===== src/rtl/file_read_block_mapper_top_macros.svh =====
// ----------------------------------------------------------------------------
// file_read_block_mapper_top_macros
// Assertion macros used by the mapper controller.
// ----------------------------------------------------------------------------
`ifndef FILE_READ_BLOCK_MAPPER_TOP_MACROS_SVH
`define FILE_READ_BLOCK_MAPPER_TOP_MACROS_SVH

// check on every clock edge outside reset
`define FRBM_ASSERT(label, prop, msg) \
    label: assert property (@(posedge clk) disable iff (!rst_n) prop) \
        else $error(msg);

// check on every clock edge, reset included
`define FRBM_ASSERT_RST(label, prop, msg) \
    label: assert property (@(posedge clk) prop) else $error(msg);

`endif


===== src/rtl/frbm_pkg.sv =====
// ----------------------------------------------------------------------------
// frbm_pkg
// Types and constants of the file read block mapper.
// ----------------------------------------------------------------------------
package frbm_pkg;

    localparam int unsigned BASE_LOG = 10;
    localparam logic [2:0]  MAX_LOG  = 3'd6;
    localparam logic [48:0] DISK_LIMIT = 49'h1_0000_0000_0000;

    localparam logic [1:0] CFG_MOUNTED  = 2'd0;
    localparam logic [1:0] CFG_LOG_SIZE = 2'd1;
    localparam logic [1:0] CFG_DISK     = 2'd2;

    localparam logic [3:0] MODE_REGULAR = 4'h8;

    typedef enum logic [2:0] {
        ST_CHUNK       = 3'd0,
        ST_DONE        = 3'd1,
        ST_NOT_MOUNTED = 3'd2,
        ST_NOT_REGULAR = 3'd3,
        ST_IO_ERROR    = 3'd4
    } status_t;

    typedef struct packed {
        logic    load_ptr;
        logic    start;
        logic    clamp;
        logic    emit;
        status_t code;
    } frbm_cmd_t;

    typedef struct packed {
        status_t check_code;
        logic    walk_end;
        logic    walk_io;
    } frbm_stat_t;

endpackage


===== src/rtl/frbm_in_if.sv =====
// ----------------------------------------------------------------------------
// frbm_in_if
// Input channel: load and read words.
// ----------------------------------------------------------------------------
interface frbm_in_if;
    logic        valid;
    logic        ready;
    logic        kind;
    logic [3:0]  slot;
    logic [31:0] block_number;
    logic [31:0] file_bytes;
    logic [15:0] file_mode;
    logic [31:0] read_offset;
    logic [31:0] read_count;

    modport source (
        output valid, kind, slot, block_number, file_bytes, file_mode,
               read_offset, read_count,
        input  ready
    );
    modport sink (
        input  valid, kind, slot, block_number, file_bytes, file_mode,
               read_offset, read_count,
        output ready
    );
endinterface


===== src/rtl/frbm_out_if.sv =====
// ----------------------------------------------------------------------------
// frbm_out_if
// Output channel: chunk and completion words.
// ----------------------------------------------------------------------------
interface frbm_out_if;
    logic        valid;
    logic        ready;
    logic [2:0]  status;
    logic [47:0] disk_address;
    logic [16:0] length;
    logic        zero_fill;
    logic [31:0] dest_offset;
    logic [31:0] total_bytes;
    logic        last;

    modport source (
        output valid, status, disk_address, length, zero_fill, dest_offset,
               total_bytes, last,
        input  ready
    );
    modport sink (
        input  valid, status, disk_address, length, zero_fill, dest_offset,
               total_bytes, last,
        output ready
    );
endinterface


===== src/rtl/frbm_dp.sv =====
// ----------------------------------------------------------------------------
// frbm_dp
// Datapath: config registers, block pointer table, walk registers, output word.
// ----------------------------------------------------------------------------
module frbm_dp
    import frbm_pkg::*;
#(
    parameter int DIRECT_SLOTS = 12
) (
    input  logic        clk,
    input  logic        rst_n,
    input  logic        cfg_we,
    input  logic [1:0]  cfg_index,
    input  logic [48:0] cfg_data,
    input  frbm_cmd_t   cmd,
    output frbm_stat_t  stat,
    input  logic [3:0]  slot,
    input  logic [31:0] block_number,
    input  logic [31:0] file_bytes,
    input  logic [15:0] file_mode,
    input  logic [31:0] read_offset,
    input  logic [31:0] read_count,
    output logic [2:0]  status,
    output logic [47:0] disk_address,
    output logic [16:0] length,
    output logic        zero_fill,
    output logic [31:0] dest_offset,
    output logic [31:0] total_bytes,
    output logic        last
);

    logic        mounted_reg;
    logic [2:0]  log_reg;
    logic [48:0] disk_reg;
    logic [31:0] ptr_reg [DIRECT_SLOTS];

    logic [31:0] fsize_reg;
    logic [3:0]  mode_reg;
    logic [31:0] pos_reg;
    logic [31:0] rem_reg;
    logic [31:0] done_reg;
    logic [2:0]  lg_reg;
    logic [38:0] limit_reg;

    logic [2:0]  status_reg;
    logic [47:0] addr_reg;
    logic [16:0] length_reg;
    logic        zero_reg;
    logic [31:0] dest_reg;
    logic [31:0] total_reg;
    logic        last_reg;

    logic [2:0]  lg_sat;
    logic [48:0] disk_sat;
    logic [4:0]  shift;
    logic [31:0] idx;
    logic [31:0] blk;
    logic [16:0] bs;
    logic [16:0] boff;
    logic [16:0] room;
    logic [16:0] chunk;
    logic [47:0] addr;
    logic [31:0] avail;

    assign lg_sat   = (log_reg > MAX_LOG) ? MAX_LOG : log_reg;
    assign disk_sat = (disk_reg > DISK_LIMIT) ? DISK_LIMIT : disk_reg;
    assign shift    = 5'(BASE_LOG) + {2'b00, lg_reg};
    assign idx      = pos_reg >> shift;
    assign bs       = 17'd1 << shift;
    assign boff     = pos_reg[16:0] & (bs - 17'd1);
    assign room     = bs - boff;
    assign chunk    = (rem_reg < {15'd0, room}) ? rem_reg[16:0] : room;
    assign addr     = ({16'd0, blk} << shift) | {31'd0, boff};
    assign avail    = fsize_reg - pos_reg;

    always_comb
    begin
        blk = '0;
        for (int i = 0; i < DIRECT_SLOTS; i++)
        begin
            if (idx[3:0] == 4'(i))
            begin
                blk = ptr_reg[i];
            end
        end
    end

    always_comb
    begin
        if (!mounted_reg)
        begin
            stat.check_code = ST_NOT_MOUNTED;
        end
        else if (mode_reg != MODE_REGULAR)
        begin
            stat.check_code = ST_NOT_REGULAR;
        end
        else if (pos_reg >= fsize_reg)
        begin
            stat.check_code = ST_DONE;
        end
        else
        begin
            stat.check_code = ST_CHUNK;
        end
        stat.walk_end = (rem_reg == '0) || (idx >= 32'(DIRECT_SLOTS));
        stat.walk_io  = (blk != '0) && ({7'd0, blk} >= limit_reg);
    end

    always_ff @(posedge clk or negedge rst_n)
    begin
        if (!rst_n)
        begin
            mounted_reg <= 1'b0;
            log_reg     <= '0;
            disk_reg    <= '0;
            for (int i = 0; i < DIRECT_SLOTS; i++)
            begin
                ptr_reg[i] <= '0;
            end
        end
        else
        begin
            if (cfg_we)
            begin
                unique case (cfg_index)
                    CFG_MOUNTED:  mounted_reg <= cfg_data[0];
                    CFG_LOG_SIZE: log_reg     <= cfg_data[2:0];
                    CFG_DISK:     disk_reg    <= cfg_data;
                    default:      ;
                endcase
            end
            for (int i = 0; i < DIRECT_SLOTS; i++)
            begin
                if (cmd.load_ptr && slot == 4'(i))
                begin
                    ptr_reg[i] <= block_number;
                end
            end
        end
    end

    always_ff @(posedge clk)
    begin
        if (cmd.start)
        begin
            fsize_reg <= file_bytes;
            mode_reg  <= file_mode[15:12];
            pos_reg   <= read_offset;
            rem_reg   <= read_count;
            done_reg  <= '0;
            lg_reg    <= lg_sat;
            limit_reg <= 39'(disk_sat >> (5'(BASE_LOG) + {2'b00, lg_sat}));
        end
        else if (cmd.clamp)
        begin
            if (rem_reg > avail)
            begin
                rem_reg <= avail;
            end
        end
        else if (cmd.emit && cmd.code == ST_CHUNK)
        begin
            pos_reg  <= pos_reg + {15'd0, chunk};
            rem_reg  <= rem_reg - {15'd0, chunk};
            done_reg <= done_reg + {15'd0, chunk};
        end

        if (cmd.emit)
        begin
            status_reg <= 3'(cmd.code);
            if (cmd.code == ST_CHUNK)
            begin
                addr_reg   <= (blk == '0) ? '0 : addr;
                length_reg <= chunk;
                zero_reg   <= (blk == '0);
                dest_reg   <= done_reg;
                total_reg  <= done_reg + {15'd0, chunk};
                last_reg   <= 1'b0;
            end
            else
            begin
                addr_reg   <= '0;
                length_reg <= '0;
                zero_reg   <= 1'b0;
                dest_reg   <= '0;
                total_reg  <= done_reg;
                last_reg   <= 1'b1;
            end
        end
    end

    assign status       = status_reg;
    assign disk_address = addr_reg;
    assign length       = length_reg;
    assign zero_fill    = zero_reg;
    assign dest_offset  = dest_reg;
    assign total_bytes  = total_reg;
    assign last         = last_reg;

endmodule


===== src/rtl/frbm_ctrl.sv =====
// ----------------------------------------------------------------------------
// frbm_ctrl
// Controller: accepts words, sequences check and walk, owns output valid.
// ----------------------------------------------------------------------------
`include "file_read_block_mapper_top_macros.svh"

module frbm_ctrl
    import frbm_pkg::*;
(
    input  logic       clk,
    input  logic       rst_n,
    input  logic       in_valid,
    input  logic       in_kind,
    output logic       in_ready,
    output logic       out_valid,
    input  logic       out_ready,
    input  frbm_stat_t stat,
    output frbm_cmd_t  cmd
);

    typedef enum logic [1:0] {
        IDLE,
        CHECK,
        WALK
    } state_t;

    state_t state_reg;
    state_t state_next;
    logic   out_valid_reg;
    logic   out_valid_next;
    logic   out_free;
    logic   accept;
    logic   final_emit;

    assign in_ready   = (state_reg == IDLE);
    assign accept     = in_valid && in_ready;
    assign out_free   = !out_valid_reg || out_ready;
    assign out_valid  = out_valid_reg;
    assign final_emit = cmd.emit && (cmd.code != ST_CHUNK);

    always_comb
    begin
        state_next   = state_reg;
        cmd.load_ptr = 1'b0;
        cmd.start    = 1'b0;
        cmd.clamp    = 1'b0;
        cmd.emit     = 1'b0;
        cmd.code     = ST_CHUNK;
        unique case (state_reg)
            IDLE:
            begin
                if (accept)
                begin
                    if (in_kind)
                    begin
                        cmd.start  = 1'b1;
                        state_next = CHECK;
                    end
                    else
                    begin
                        cmd.load_ptr = 1'b1;
                    end
                end
            end
            CHECK:
            begin
                if (stat.check_code == ST_CHUNK)
                begin
                    cmd.clamp  = 1'b1;
                    state_next = WALK;
                end
                else if (out_free)
                begin
                    cmd.emit   = 1'b1;
                    cmd.code   = stat.check_code;
                    state_next = IDLE;
                end
            end
            WALK:
            begin
                if (out_free)
                begin
                    cmd.emit = 1'b1;
                    priority if (stat.walk_end)
                    begin
                        cmd.code   = ST_DONE;
                        state_next = IDLE;
                    end
                    else if (stat.walk_io)
                    begin
                        cmd.code   = ST_IO_ERROR;
                        state_next = IDLE;
                    end
                    else
                    begin
                        cmd.code = ST_CHUNK;
                    end
                end
            end
            default:
            begin
                state_next = IDLE;
            end
        endcase
    end

    always_comb
    begin
        if (cmd.emit)
        begin
            out_valid_next = 1'b1;
        end
        else if (out_ready)
        begin
            out_valid_next = 1'b0;
        end
        else
        begin
            out_valid_next = out_valid_reg;
        end
    end

    always_ff @(posedge clk or negedge rst_n)
    begin
        if (!rst_n)
        begin
            state_reg     <= IDLE;
            out_valid_reg <= 1'b0;
        end
        else
        begin
            state_reg     <= state_next;
            out_valid_reg <= out_valid_next;
        end
    end

    `FRBM_ASSERT_RST(a_reset_no_word, !rst_n |=> !out_valid_reg, "word valid in reset")
    `FRBM_ASSERT(a_emit_free, cmd.emit |-> out_free, "emit overwrote word")
    `FRBM_ASSERT(a_read_check, (accept && in_kind) |=> (state_reg == CHECK), "check skipped")
    `FRBM_ASSERT(a_final_idle, final_emit |=> (in_ready && out_valid_reg), "final word lost")

endmodule


===== src/rtl/file_read_block_mapper_top.sv =====
// ----------------------------------------------------------------------------
// file_read_block_mapper_top
// Maps a file read over direct block pointers into disk copy chunks.
//
//   channel   dir   handshake          words
//   item      in    valid/ready        load slot or read request
//   result    out   valid/ready        chunk, done or error
//   cfg       in    cfg_we             mounted, log block size, disk bytes
//
// A load word writes its pointer slot when accepted. A read is accepted,
// checked, then walked, emitting its chunk words and then its final word.
// A read rejected at the check emits its one word there.
// The walk emits through a single output register; a stalled result holds
// the walk in place. Reset clears config, the pointer table and control.
// ----------------------------------------------------------------------------
module file_read_block_mapper_top
    import frbm_pkg::*;
#(
    parameter int DIRECT_SLOTS = 12
) (
    input  logic        clk,
    input  logic        rst_n,
    input  logic        cfg_we,
    input  logic [1:0]  cfg_index,
    input  logic [48:0] cfg_data,
    frbm_in_if.sink     item,
    frbm_out_if.source  result
);

    frbm_cmd_t  cmd;
    frbm_stat_t stat;

    frbm_ctrl u_ctrl (
        .clk       (clk),
        .rst_n     (rst_n),
        .in_valid  (item.valid),
        .in_kind   (item.kind),
        .in_ready  (item.ready),
        .out_valid (result.valid),
        .out_ready (result.ready),
        .stat      (stat),
        .cmd       (cmd)
    );

    frbm_dp #(
        .DIRECT_SLOTS (DIRECT_SLOTS)
    ) u_dp (
        .clk          (clk),
        .rst_n        (rst_n),
        .cfg_we       (cfg_we),
        .cfg_index    (cfg_index),
        .cfg_data     (cfg_data),
        .cmd          (cmd),
        .stat         (stat),
        .slot         (item.slot),
        .block_number (item.block_number),
        .file_bytes   (item.file_bytes),
        .file_mode    (item.file_mode),
        .read_offset  (item.read_offset),
        .read_count   (item.read_count),
        .status       (result.status),
        .disk_address (result.disk_address),
        .length       (result.length),
        .zero_fill    (result.zero_fill),
        .dest_offset  (result.dest_offset),
        .total_bytes  (result.total_bytes),
        .last         (result.last)
    );

endmodule


===== src/flat_wrapper.sv =====
// flat-port wrapper written by rule: the top's interface ports become plain ports
module file_read_block_mapper_top_flat import frbm_pkg::*;
#(
    parameter int DIRECT_SLOTS = 12
)
  (clk, rst_n, cfg_we, cfg_index, cfg_data, item_valid, item_kind, item_slot, item_block_number, item_file_bytes, item_file_mode, item_read_offset, item_read_count, item_ready, result_valid, result_status, result_disk_address, result_length, result_zero_fill, result_dest_offset, result_total_bytes, result_last, result_ready);
  frbm_in_if item_i ();
  frbm_out_if result_i ();
  input  logic clk;
  input  logic rst_n;
  input  logic cfg_we;
  input  logic [1:0] cfg_index;
  input  logic [48:0] cfg_data;
  input wire logic [$bits(item_i.valid)-1:0] item_valid;
  input wire logic [$bits(item_i.kind)-1:0] item_kind;
  input wire logic [$bits(item_i.slot)-1:0] item_slot;
  input wire logic [$bits(item_i.block_number)-1:0] item_block_number;
  input wire logic [$bits(item_i.file_bytes)-1:0] item_file_bytes;
  input wire logic [$bits(item_i.file_mode)-1:0] item_file_mode;
  input wire logic [$bits(item_i.read_offset)-1:0] item_read_offset;
  input wire logic [$bits(item_i.read_count)-1:0] item_read_count;
  output wire logic [$bits(item_i.ready)-1:0] item_ready;
  output wire logic [$bits(result_i.valid)-1:0] result_valid;
  output wire logic [$bits(result_i.status)-1:0] result_status;
  output wire logic [$bits(result_i.disk_address)-1:0] result_disk_address;
  output wire logic [$bits(result_i.length)-1:0] result_length;
  output wire logic [$bits(result_i.zero_fill)-1:0] result_zero_fill;
  output wire logic [$bits(result_i.dest_offset)-1:0] result_dest_offset;
  output wire logic [$bits(result_i.total_bytes)-1:0] result_total_bytes;
  output wire logic [$bits(result_i.last)-1:0] result_last;
  input wire logic [$bits(result_i.ready)-1:0] result_ready;
  assign item_i.valid = item_valid;
  assign item_i.kind = item_kind;
  assign item_i.slot = item_slot;
  assign item_i.block_number = item_block_number;
  assign item_i.file_bytes = item_file_bytes;
  assign item_i.file_mode = item_file_mode;
  assign item_i.read_offset = item_read_offset;
  assign item_i.read_count = item_read_count;
  assign item_ready = item_i.ready;
  assign result_valid = result_i.valid;
  assign result_status = result_i.status;
  assign result_disk_address = result_i.disk_address;
  assign result_length = result_i.length;
  assign result_zero_fill = result_i.zero_fill;
  assign result_dest_offset = result_i.dest_offset;
  assign result_total_bytes = result_i.total_bytes;
  assign result_last = result_i.last;
  assign result_i.ready = result_ready;
  file_read_block_mapper_top #(.DIRECT_SLOTS(DIRECT_SLOTS)) u_core (.clk(clk), .rst_n(rst_n), .cfg_we(cfg_we), .cfg_index(cfg_index), .cfg_data(cfg_data), .item(item_i), .result(result_i));
endmodule

===== config.mk =====
export PLATFORM = sky130hd
export DESIGN_NAME = file_read_block_mapper_top_flat
export DESIGN_NICKNAME = d
export VERILOG_FILES = /design/src/rtl/frbm_pkg.sv /design/src/rtl/frbm_in_if.sv /design/src/rtl/frbm_out_if.sv /design/src/rtl/frbm_dp.sv /design/src/rtl/frbm_ctrl.sv /design/src/rtl/file_read_block_mapper_top.sv /design/src/flat_wrapper.sv
export VERILOG_INCLUDE_DIRS = /design/src /design/src/rtl
export SDC_FILE = /design/constraint.sdc
export NUM_CORES = 2
export LEC_CHECK = 0
export ABC_CLOCK_PERIOD_IN_PS = 11000
export BUFFER_PORTS_ARGS = -buffer_cell sky130_fd_sc_hd__buf_4
export CORE_ASPECT_RATIO = 0.6
export CORE_MARGIN = 3
export CORE_UTILIZATION = 30
export DETAILED_ROUTE_END_ITERATION = 7
export GPL_ROUTABILITY_DRIVEN = 0
export PLACE_DENSITY = 0.46
export SETUP_SLACK_MARGIN = 0.5
export SLEW_MARGIN = 10
export SYNTH_ARGS = -nofsm -noshare
export SYNTH_HDL_FRONTEND = slang
export SYNTH_SLANG_ARGS = --single-unit

===== constraint.sdc =====
create_clock -name clk -period 11 [get_ports clk]
set_input_delay 3.3 -clock clk [delete_from_list [all_inputs] [get_ports clk]]
set_output_delay 3.3 -clock clk [all_outputs]
set_load 0.1 [all_outputs]

==> Word-level counts from Yosys, hierarchy flattened <==
Cells that the tools add are included.
{ "word_totals": {"register_bits": 748, "inputBits": 205, "output_inout_bits": 136, "elab_cells": 175} }
{ "classes": {"n_addsub": 8, "order_cmp": 7, "eq_ne": 34, "shift": 4, "mux": 49, "bitwise_logic": 4, "reduce_logical": 38} }
{ "op_table": {"columns": ["operator", "count"], "rows": [
  ["32-bit two-way mux", 20],
  ["32-bit by 17-bit adder with 32-bit output", 2],
  ["32-bit logical NOT", 2],
  ["49-bit greater-than comparator, second input constant", 1],
  ["49-bit two-way mux", 1],
  ["49-bit by 5-bit >> shifter with 39-bit output", 1],
  ["48-bit by 17-bit bitwise OR with 48-bit output", 1],
  ["32-bit by 5-bit left shift with 48-bit output", 1],
  ["32-bit by 39-bit >= comparator with 1-bit output", 1],
  ["4-bit by 3-bit == test with 1-bit output, second input constant", 8],
  ["4-bit == test, second input constant", 8],
  ["32-bit >= comparator", 1],
  ["32-bit by 4-bit >= comparator with 1-bit output, second input constant", 1],
  ["32-bit greater-than comparator", 1],
  ["32-bit by 17-bit less-than comparator with 1-bit output", 1],
  ["32-bit nonzero test", 1],
  ["32-bit by 5-bit >> shifter with 32-bit output", 1],
  ["32-bit by 17-bit subtractor with 32-bit output", 1],
  ["32-bit subtractor", 1],
  ["2-bit two-way mux", 11],
  ["17-bit bitwise AND", 1],
  ["17-bit two-way mux", 1],
  ["1-bit by 5-bit left shift with 17-bit output, first input constant", 1],
  ["17-bit by 1-bit subtractor with 17-bit output, second input constant", 1],
  ["30 further kinds", 75]
]} }

==> Logic depth before layout (Yosys ltp) <==
{ "depth": {"ltp_word": 26, "depth_mapped": 45, "ltp_nobuf": 36} }

==> By module <==
Synthesis repeated with hierarchy kept, for this count alone.
{ "unflattened": {"hier_cells": 4145, "hier_area_um2": 43495.5} }
{ "modules_own_cells": {"columns": ["module", "instances", "cells_per_inst", "area_each_um2", "seq_area_each_um2"], "rows": [
  ["frbm_dp", 1, 4107, 43181.4, 19864.1],
  ["frbm_ctrl", 1, 38, 314.1, 75.1]
]} }

==> Least setup slack after synthesis <==
Ideal clock, no wire load.
{ "synth_path": {"path_type": "register to register", "startpoint": "register u_core.u_dp.lg_reg[1]", "endpoint": "register u_core.u_dp.done_reg[31]", "t_arrival_ns": 9.820, "setup_slack_ns": 0.904, "path_stages_with_launch": 45, "n_path_buf": 10, "synth_period_minus_slack_ns": 10.096, "path_cell_list": "edfxtp_1 buf_2 clkinv_1 buf_1 buf_1 ha_1 clkbuf_1 inv_1 nor4_1 xor2_1 nand2_1 ha_1 clkbuf_1 nor3b_1 a31oi_1 o211ai_1 a311oi_1 ha_1 (+9 left out) a21oi_1 inv_1 ha_1 a21o_1 a21oi_1 o21ai_0 a21oi_1 o21bai_1 a21o_1 maj3_1 a21bo_2 a311oi_1 nor2_1 o21bai_1 clkbuf_1 or3_1 or3_1 a21oi_1"} }
{ "synth_between": {"word_cells_on_any_way": 45, "classes_between": "add/sub (4); order compare (3); eq/ne (11); shift (2); mux (17); bitwise (1); reduce/logical (7)"} }
{ "synth_rtl": {"columns": ["item", "line", "text"], "rows": [
  ["start: declaration", "frbm_dp.sv:42", "logic [2:0] lg_reg;"],
  ["start signal: assignment", "frbm_dp.sv:152", "lg_reg <= lg_sat;"],
  ["4-bit by 3-bit adder with 5-bit output (*)", "frbm_dp.sv:67", "assign shift = 5'(BASE_LOG) + {2'b00, lg_reg};"],
  ["1-bit by 5-bit left shift with 17-bit output (*)", "frbm_dp.sv:69", "assign bs = 17'd1 << shift;"],
  ["17-bit by 1-bit subtractor with 17-bit output", "frbm_dp.sv:70", "assign boff = pos_reg[16:0] & (bs - 17'd1);"],
  ["17-bit bitwise AND", "frbm_dp.sv:70", null],
  ["17-bit subtractor (*)", "frbm_dp.sv:71", "assign room = bs - boff;"],
  ["32-bit by 17-bit less-than comparator with 1-bit output", "frbm_dp.sv:72", "assign chunk = (rem_reg < {15'd0, room}) ? rem_reg[16:0] : room;"],
  ["17-bit two-way mux (*)", "frbm_dp.sv:72", null],
  ["net u_core.u_dp.chunk[1]", "frbm_dp.sv:61", "logic [16:0] chunk;"],
  ["32-bit by 17-bit adder with 32-bit output (*)", "frbm_dp.sv:166", "done_reg <= done_reg + {15'd0, chunk};"],
  ["end signal: assignment", "frbm_dp.sv:166", null],
  ["end: declaration", "frbm_dp.sv:41", "logic [31:0] done_reg;"]
]} }
The timed path passes the listed nets; every way through them passes the cells marked *.
A chain may end at the register's enable or synchronous reset.

==> Worst setup path after layout <==
{ "layout_path": {"startpoint": "register u_core.u_dp.lg_reg[2]", "endpoint": "register u_core.u_dp.rem_reg[22], data pin"} }
{ "layout_between": {"elab_chain_cells": 11} }
{ "layout_rtl": {"columns": ["item", "line", "text"], "rows": [
  ["4-bit by 3-bit adder with 5-bit output (*)", "frbm_dp.sv:67", null],
  ["1-bit by 5-bit left shift with 17-bit output (*)", "frbm_dp.sv:69", null],
  ["17-bit by 1-bit subtractor with 17-bit output", "frbm_dp.sv:70", null],
  ["17-bit bitwise AND", "frbm_dp.sv:70", null],
  ["17-bit subtractor (*)", "frbm_dp.sv:71", null],
  ["32-bit by 17-bit less-than comparator with 1-bit output", "frbm_dp.sv:72", null],
  ["17-bit two-way mux (*)", "frbm_dp.sv:72", null],
  ["32-bit by 17-bit subtractor with 32-bit output (*)", "frbm_dp.sv:165", "rem_reg <= rem_reg - {15'd0, chunk};"],
  ["32-bit two-way mux (*)", "frbm_dp.sv:162", "else if (cmd.emit && cmd.code == ST_CHUNK)"],
  ["32-bit two-way mux (*)", "frbm_dp.sv:155", "else if (cmd.clamp)"],
  ["32-bit two-way mux (*)", "frbm_dp.sv:145", "if (cmd.start)"],
  ["end signal: assignment", "frbm_dp.sv:150", "rem_reg <= read_count;"],
  ["end signal: assignment", "frbm_dp.sv:159", "rem_reg <= avail;"],
  ["end signal: assignment", "frbm_dp.sv:165", null],
  ["end: declaration", "frbm_dp.sv:40", "logic [31:0] rem_reg;"]
]} }
Mark *: on every way between the ends. The rest lies on a longest branch, timed or not. The select of a mux whose other input is x is not followed.

==> summary.txt <==
multi-input logic area - 22500 um^2
CTS tree - done
Avg Cell Area, Syn - 10.3 um^2
most frequent cell after synthesis - mux2_2
Num CTS Buffers - 84
CP Max Fanout - 32
CP Launch Point - u_core.u_dp.lg_reg[2]
CTS max path bufs - 3
Routed wire per std cell - 24.2 um
drt pass-1 iters - 5
ys async rst share - 0.588
reg2reg path depth - 37
GRT Resource Usage Total - 0.203
Via density - 5.29
io pins - 341
vias in the first global route - 32900
status - finished, final reports clean
largest net degree at the start of global routing - 158
Root Buffer - clkbuf_16
Max Clk Rate - 101 MHz
final worst slack - 1.14 ns
WHS Endpoint - u_core.u_dp.done_reg[2]
CP endpoint kind - flop
final worst-path cycle share - 0.896
worst skew pair latency - 0.68 ns
Leak Pwr - 22.1 nW
Chip Height - 303 um
Slowest cell on crit path - o311ai_1
final wirelength - 158 mm
fin nets - 4888
Slew HR - 0.152
row cnt - 108
crit path DAT - 10.28 ns
synth unique cells - 99
H-tree lvl count - 3
clock skew - 0.0259 ns
Max-cap violations - 0
Slew @ Worst Pin - 1.26 ns
Final Critical Period - 9.86 ns
Critical Path Most Common Cell - nand2_1
cell taking the most area after synthesis - dfrtp_1
final hold slack - 0.494 ns
Die ar. - 152000 um^2
most common flop cell mapped by yosys - dfrtp_1
Die Wd - 501 um
R2R Path End - u_core.u_dp.rem_reg[22]
Fillers - 14600
GRT overflow - 0
worst setup path class - flop to flop
Hold Vio Cnt, Final - 0
first-pass GRT wire length - 230 mm
crit-path max cell delay - 0.77 ns
cells after synthesis - 4286
Antenna Nets Post-Route - 0
Hold Path Depth - 2
vias - 34400
top post-synthesis cells by area - dfrtp_1 25%, edfxtp_1 19%, mux2_2 12%, ha_1 4.8%, mux2i_1 4.1%
critical path required time - 11.43 ns
max FFs per register - 384
Synth top cells by count - 489 x mux2_2, 460 x nand2_1, 440 x dfrtp_1
total power - 18.1 mW
FF+latch count, synth - 748
final core occ - 0.354
Worst Hold Launch - u_core.u_dp.done_reg[2]
clock slew at reported path FFs - 0.06 ns
dpl hpwl - 112 mm
initial antenna violation count - 7
Hold Buf Count CTS - 0
peak supply drop - 0.000191 V
RSZ-0062 raised after global routing - no
Seq. cell area - 19900 um^2
Critical R2R Launch - u_core.u_dp.lg_reg[2]
top cell type's share of synthesized area - 0.249
Hold Path Class - flop to flop
Setup violations, final - 0
P per Cell Area - 351 nW/um^2
Buffers on Ports - 328
Setup WS pre-CTS - 0.850 ns
sequential fraction of the synthesis area - 0.452
startpoint types - flop
starting density of the core - 0.304
DR DRC count - 0
Synth warnings - 0
Sink Count - 748
Setup TNS Final - 0 ns
cell area after synthesis - 44100 um^2
reg-to-reg slack, setup - 1.14 ns
Layout area overhead - 16.6%
initial drt markers - 3032
Max Slew Vio Count - 0
core area - 145000 um^2
Post-synth EDFFs - 276
share of cells above drive strength 1 - 0.247
## how the worst max path moves through the flow
| stage | to | depth (start not counted) |
|---|---|---|
| CTS | u_core.u_dp.rem_reg[22] | 33 |
| global route | u_core.u_dp.rem_reg[22] | 37 |
| floorplan | u_core.u_dp.done_reg[31] | 44 |
| finish | u_core.u_dp.rem_reg[22] | 37 |
| detailed placement | u_core.u_dp.total_bytes[19] | 33 |
| global placement | u_core.u_dp.rem_reg[22] | 33 |
## metrics by stage
stage,instance area (um^2),instances
6_report,51500,6508
5_1_grt,51400,6503
4_1_cts,51400,6501
3_5_place_dp,48600,6350
3_3_place_gp,48600,6350
2_1_floorplan,44100,4289
## where the power goes
group / internal (mW) / leakage (nW) / switching, mW
logic: 3.46 / 12.1 / 6.94
clock network: 1.69 / 1.37 / 1.24
registers: 4.04 / 8.64 / 0.680
## worst max-delay path: cells and delay by family (launching register included)
family / cells / cell delay (ns)
buffers and inverters: 6 / 1.53
XOR/XNOR: 2 / 0.53
AO/OA/AOI/OAI: 13 / 3.64
multiplexers: 1 / 0.07
adder cells (fa/ha/maj): 4 / 1.55
AND/OR/NAND/NOR: 11 / 1.93
flip-flops: 1 / 0.35
## metal layers
layer	share of wire	track usage
met1	0.54	0.342
met2	0.38	0.262
met3	0.063	0.0349
met4	0.016	0.0361
met5	0	0
## final cells by class
type | count | share of cell area
inverter | 164 | 0.0121
clock inverter | 31 | 0.00688
multi-input combinational | 3098 | 0.437
tap | 1925 | 0.0468
sequential | 748 | 0.388
antenna | 7 | 0.000340
clock buffer | 120 | 0.0474
timing repair buffer | 415 | 0.0614
## cells in the final DEF, fill, tap and decap left out, types with 18 or more instances in the layout
cell       Yosys  final
buf_4         15    411
nand2b_1      39     39
o22ai_1       37     37
a21o_1        42     42
mux2i_1      179    178
o21ai_0      200    198
or3_1         22     22
clkbuf_1     168     19
nor2_1       252    244
clkbuf_16      0     87
inv_1        159    158
and2_1        46     46
edfxtp_1     276    276
ha_1         168    167
xor2_1        42     42
o211ai_1      18     18
nor3_1        68     65
nand3_1      106    105
mux2_2       489    489
nor4_1        48     47
nor2b_1       39     39
o31ai_1       19     19
dfrtp_1      440    439
xnor2_1       73     73
o21a_1        24     24
a21oi_1      269    268
a211oi_1      32     32
and3_1        30     30
a31oi_1       48     48
dfxtp_1       32     32
nand4_1       33     33
nand2_1      460    460
## cell families (layout without fill, tap and decap cells)
family,count (synthesis),in the layout,share of synthesized area
adder cells (fa/ha/maj),178,178,0.0508
AO/OA/AOI/OAI,898,898,0.129
flip-flops,748,748,0.452
AND/OR/NAND/NOR,1220,1220,0.131
multiplexers,682,682,0.172
buffers and inverters,443,730,0.0422
XOR/XNOR,116,116,0.0233
other,1,11,0.0000850
## repair_timing
| item | CTS | global route |
|---|---|---|
| gates resized for setup | 0 | 7 |
| setup endpoints to repair | 0 | 43 |
| setup buffers | 0 | 0 |
No activity file was read; power rests on OpenSTA's default activity.
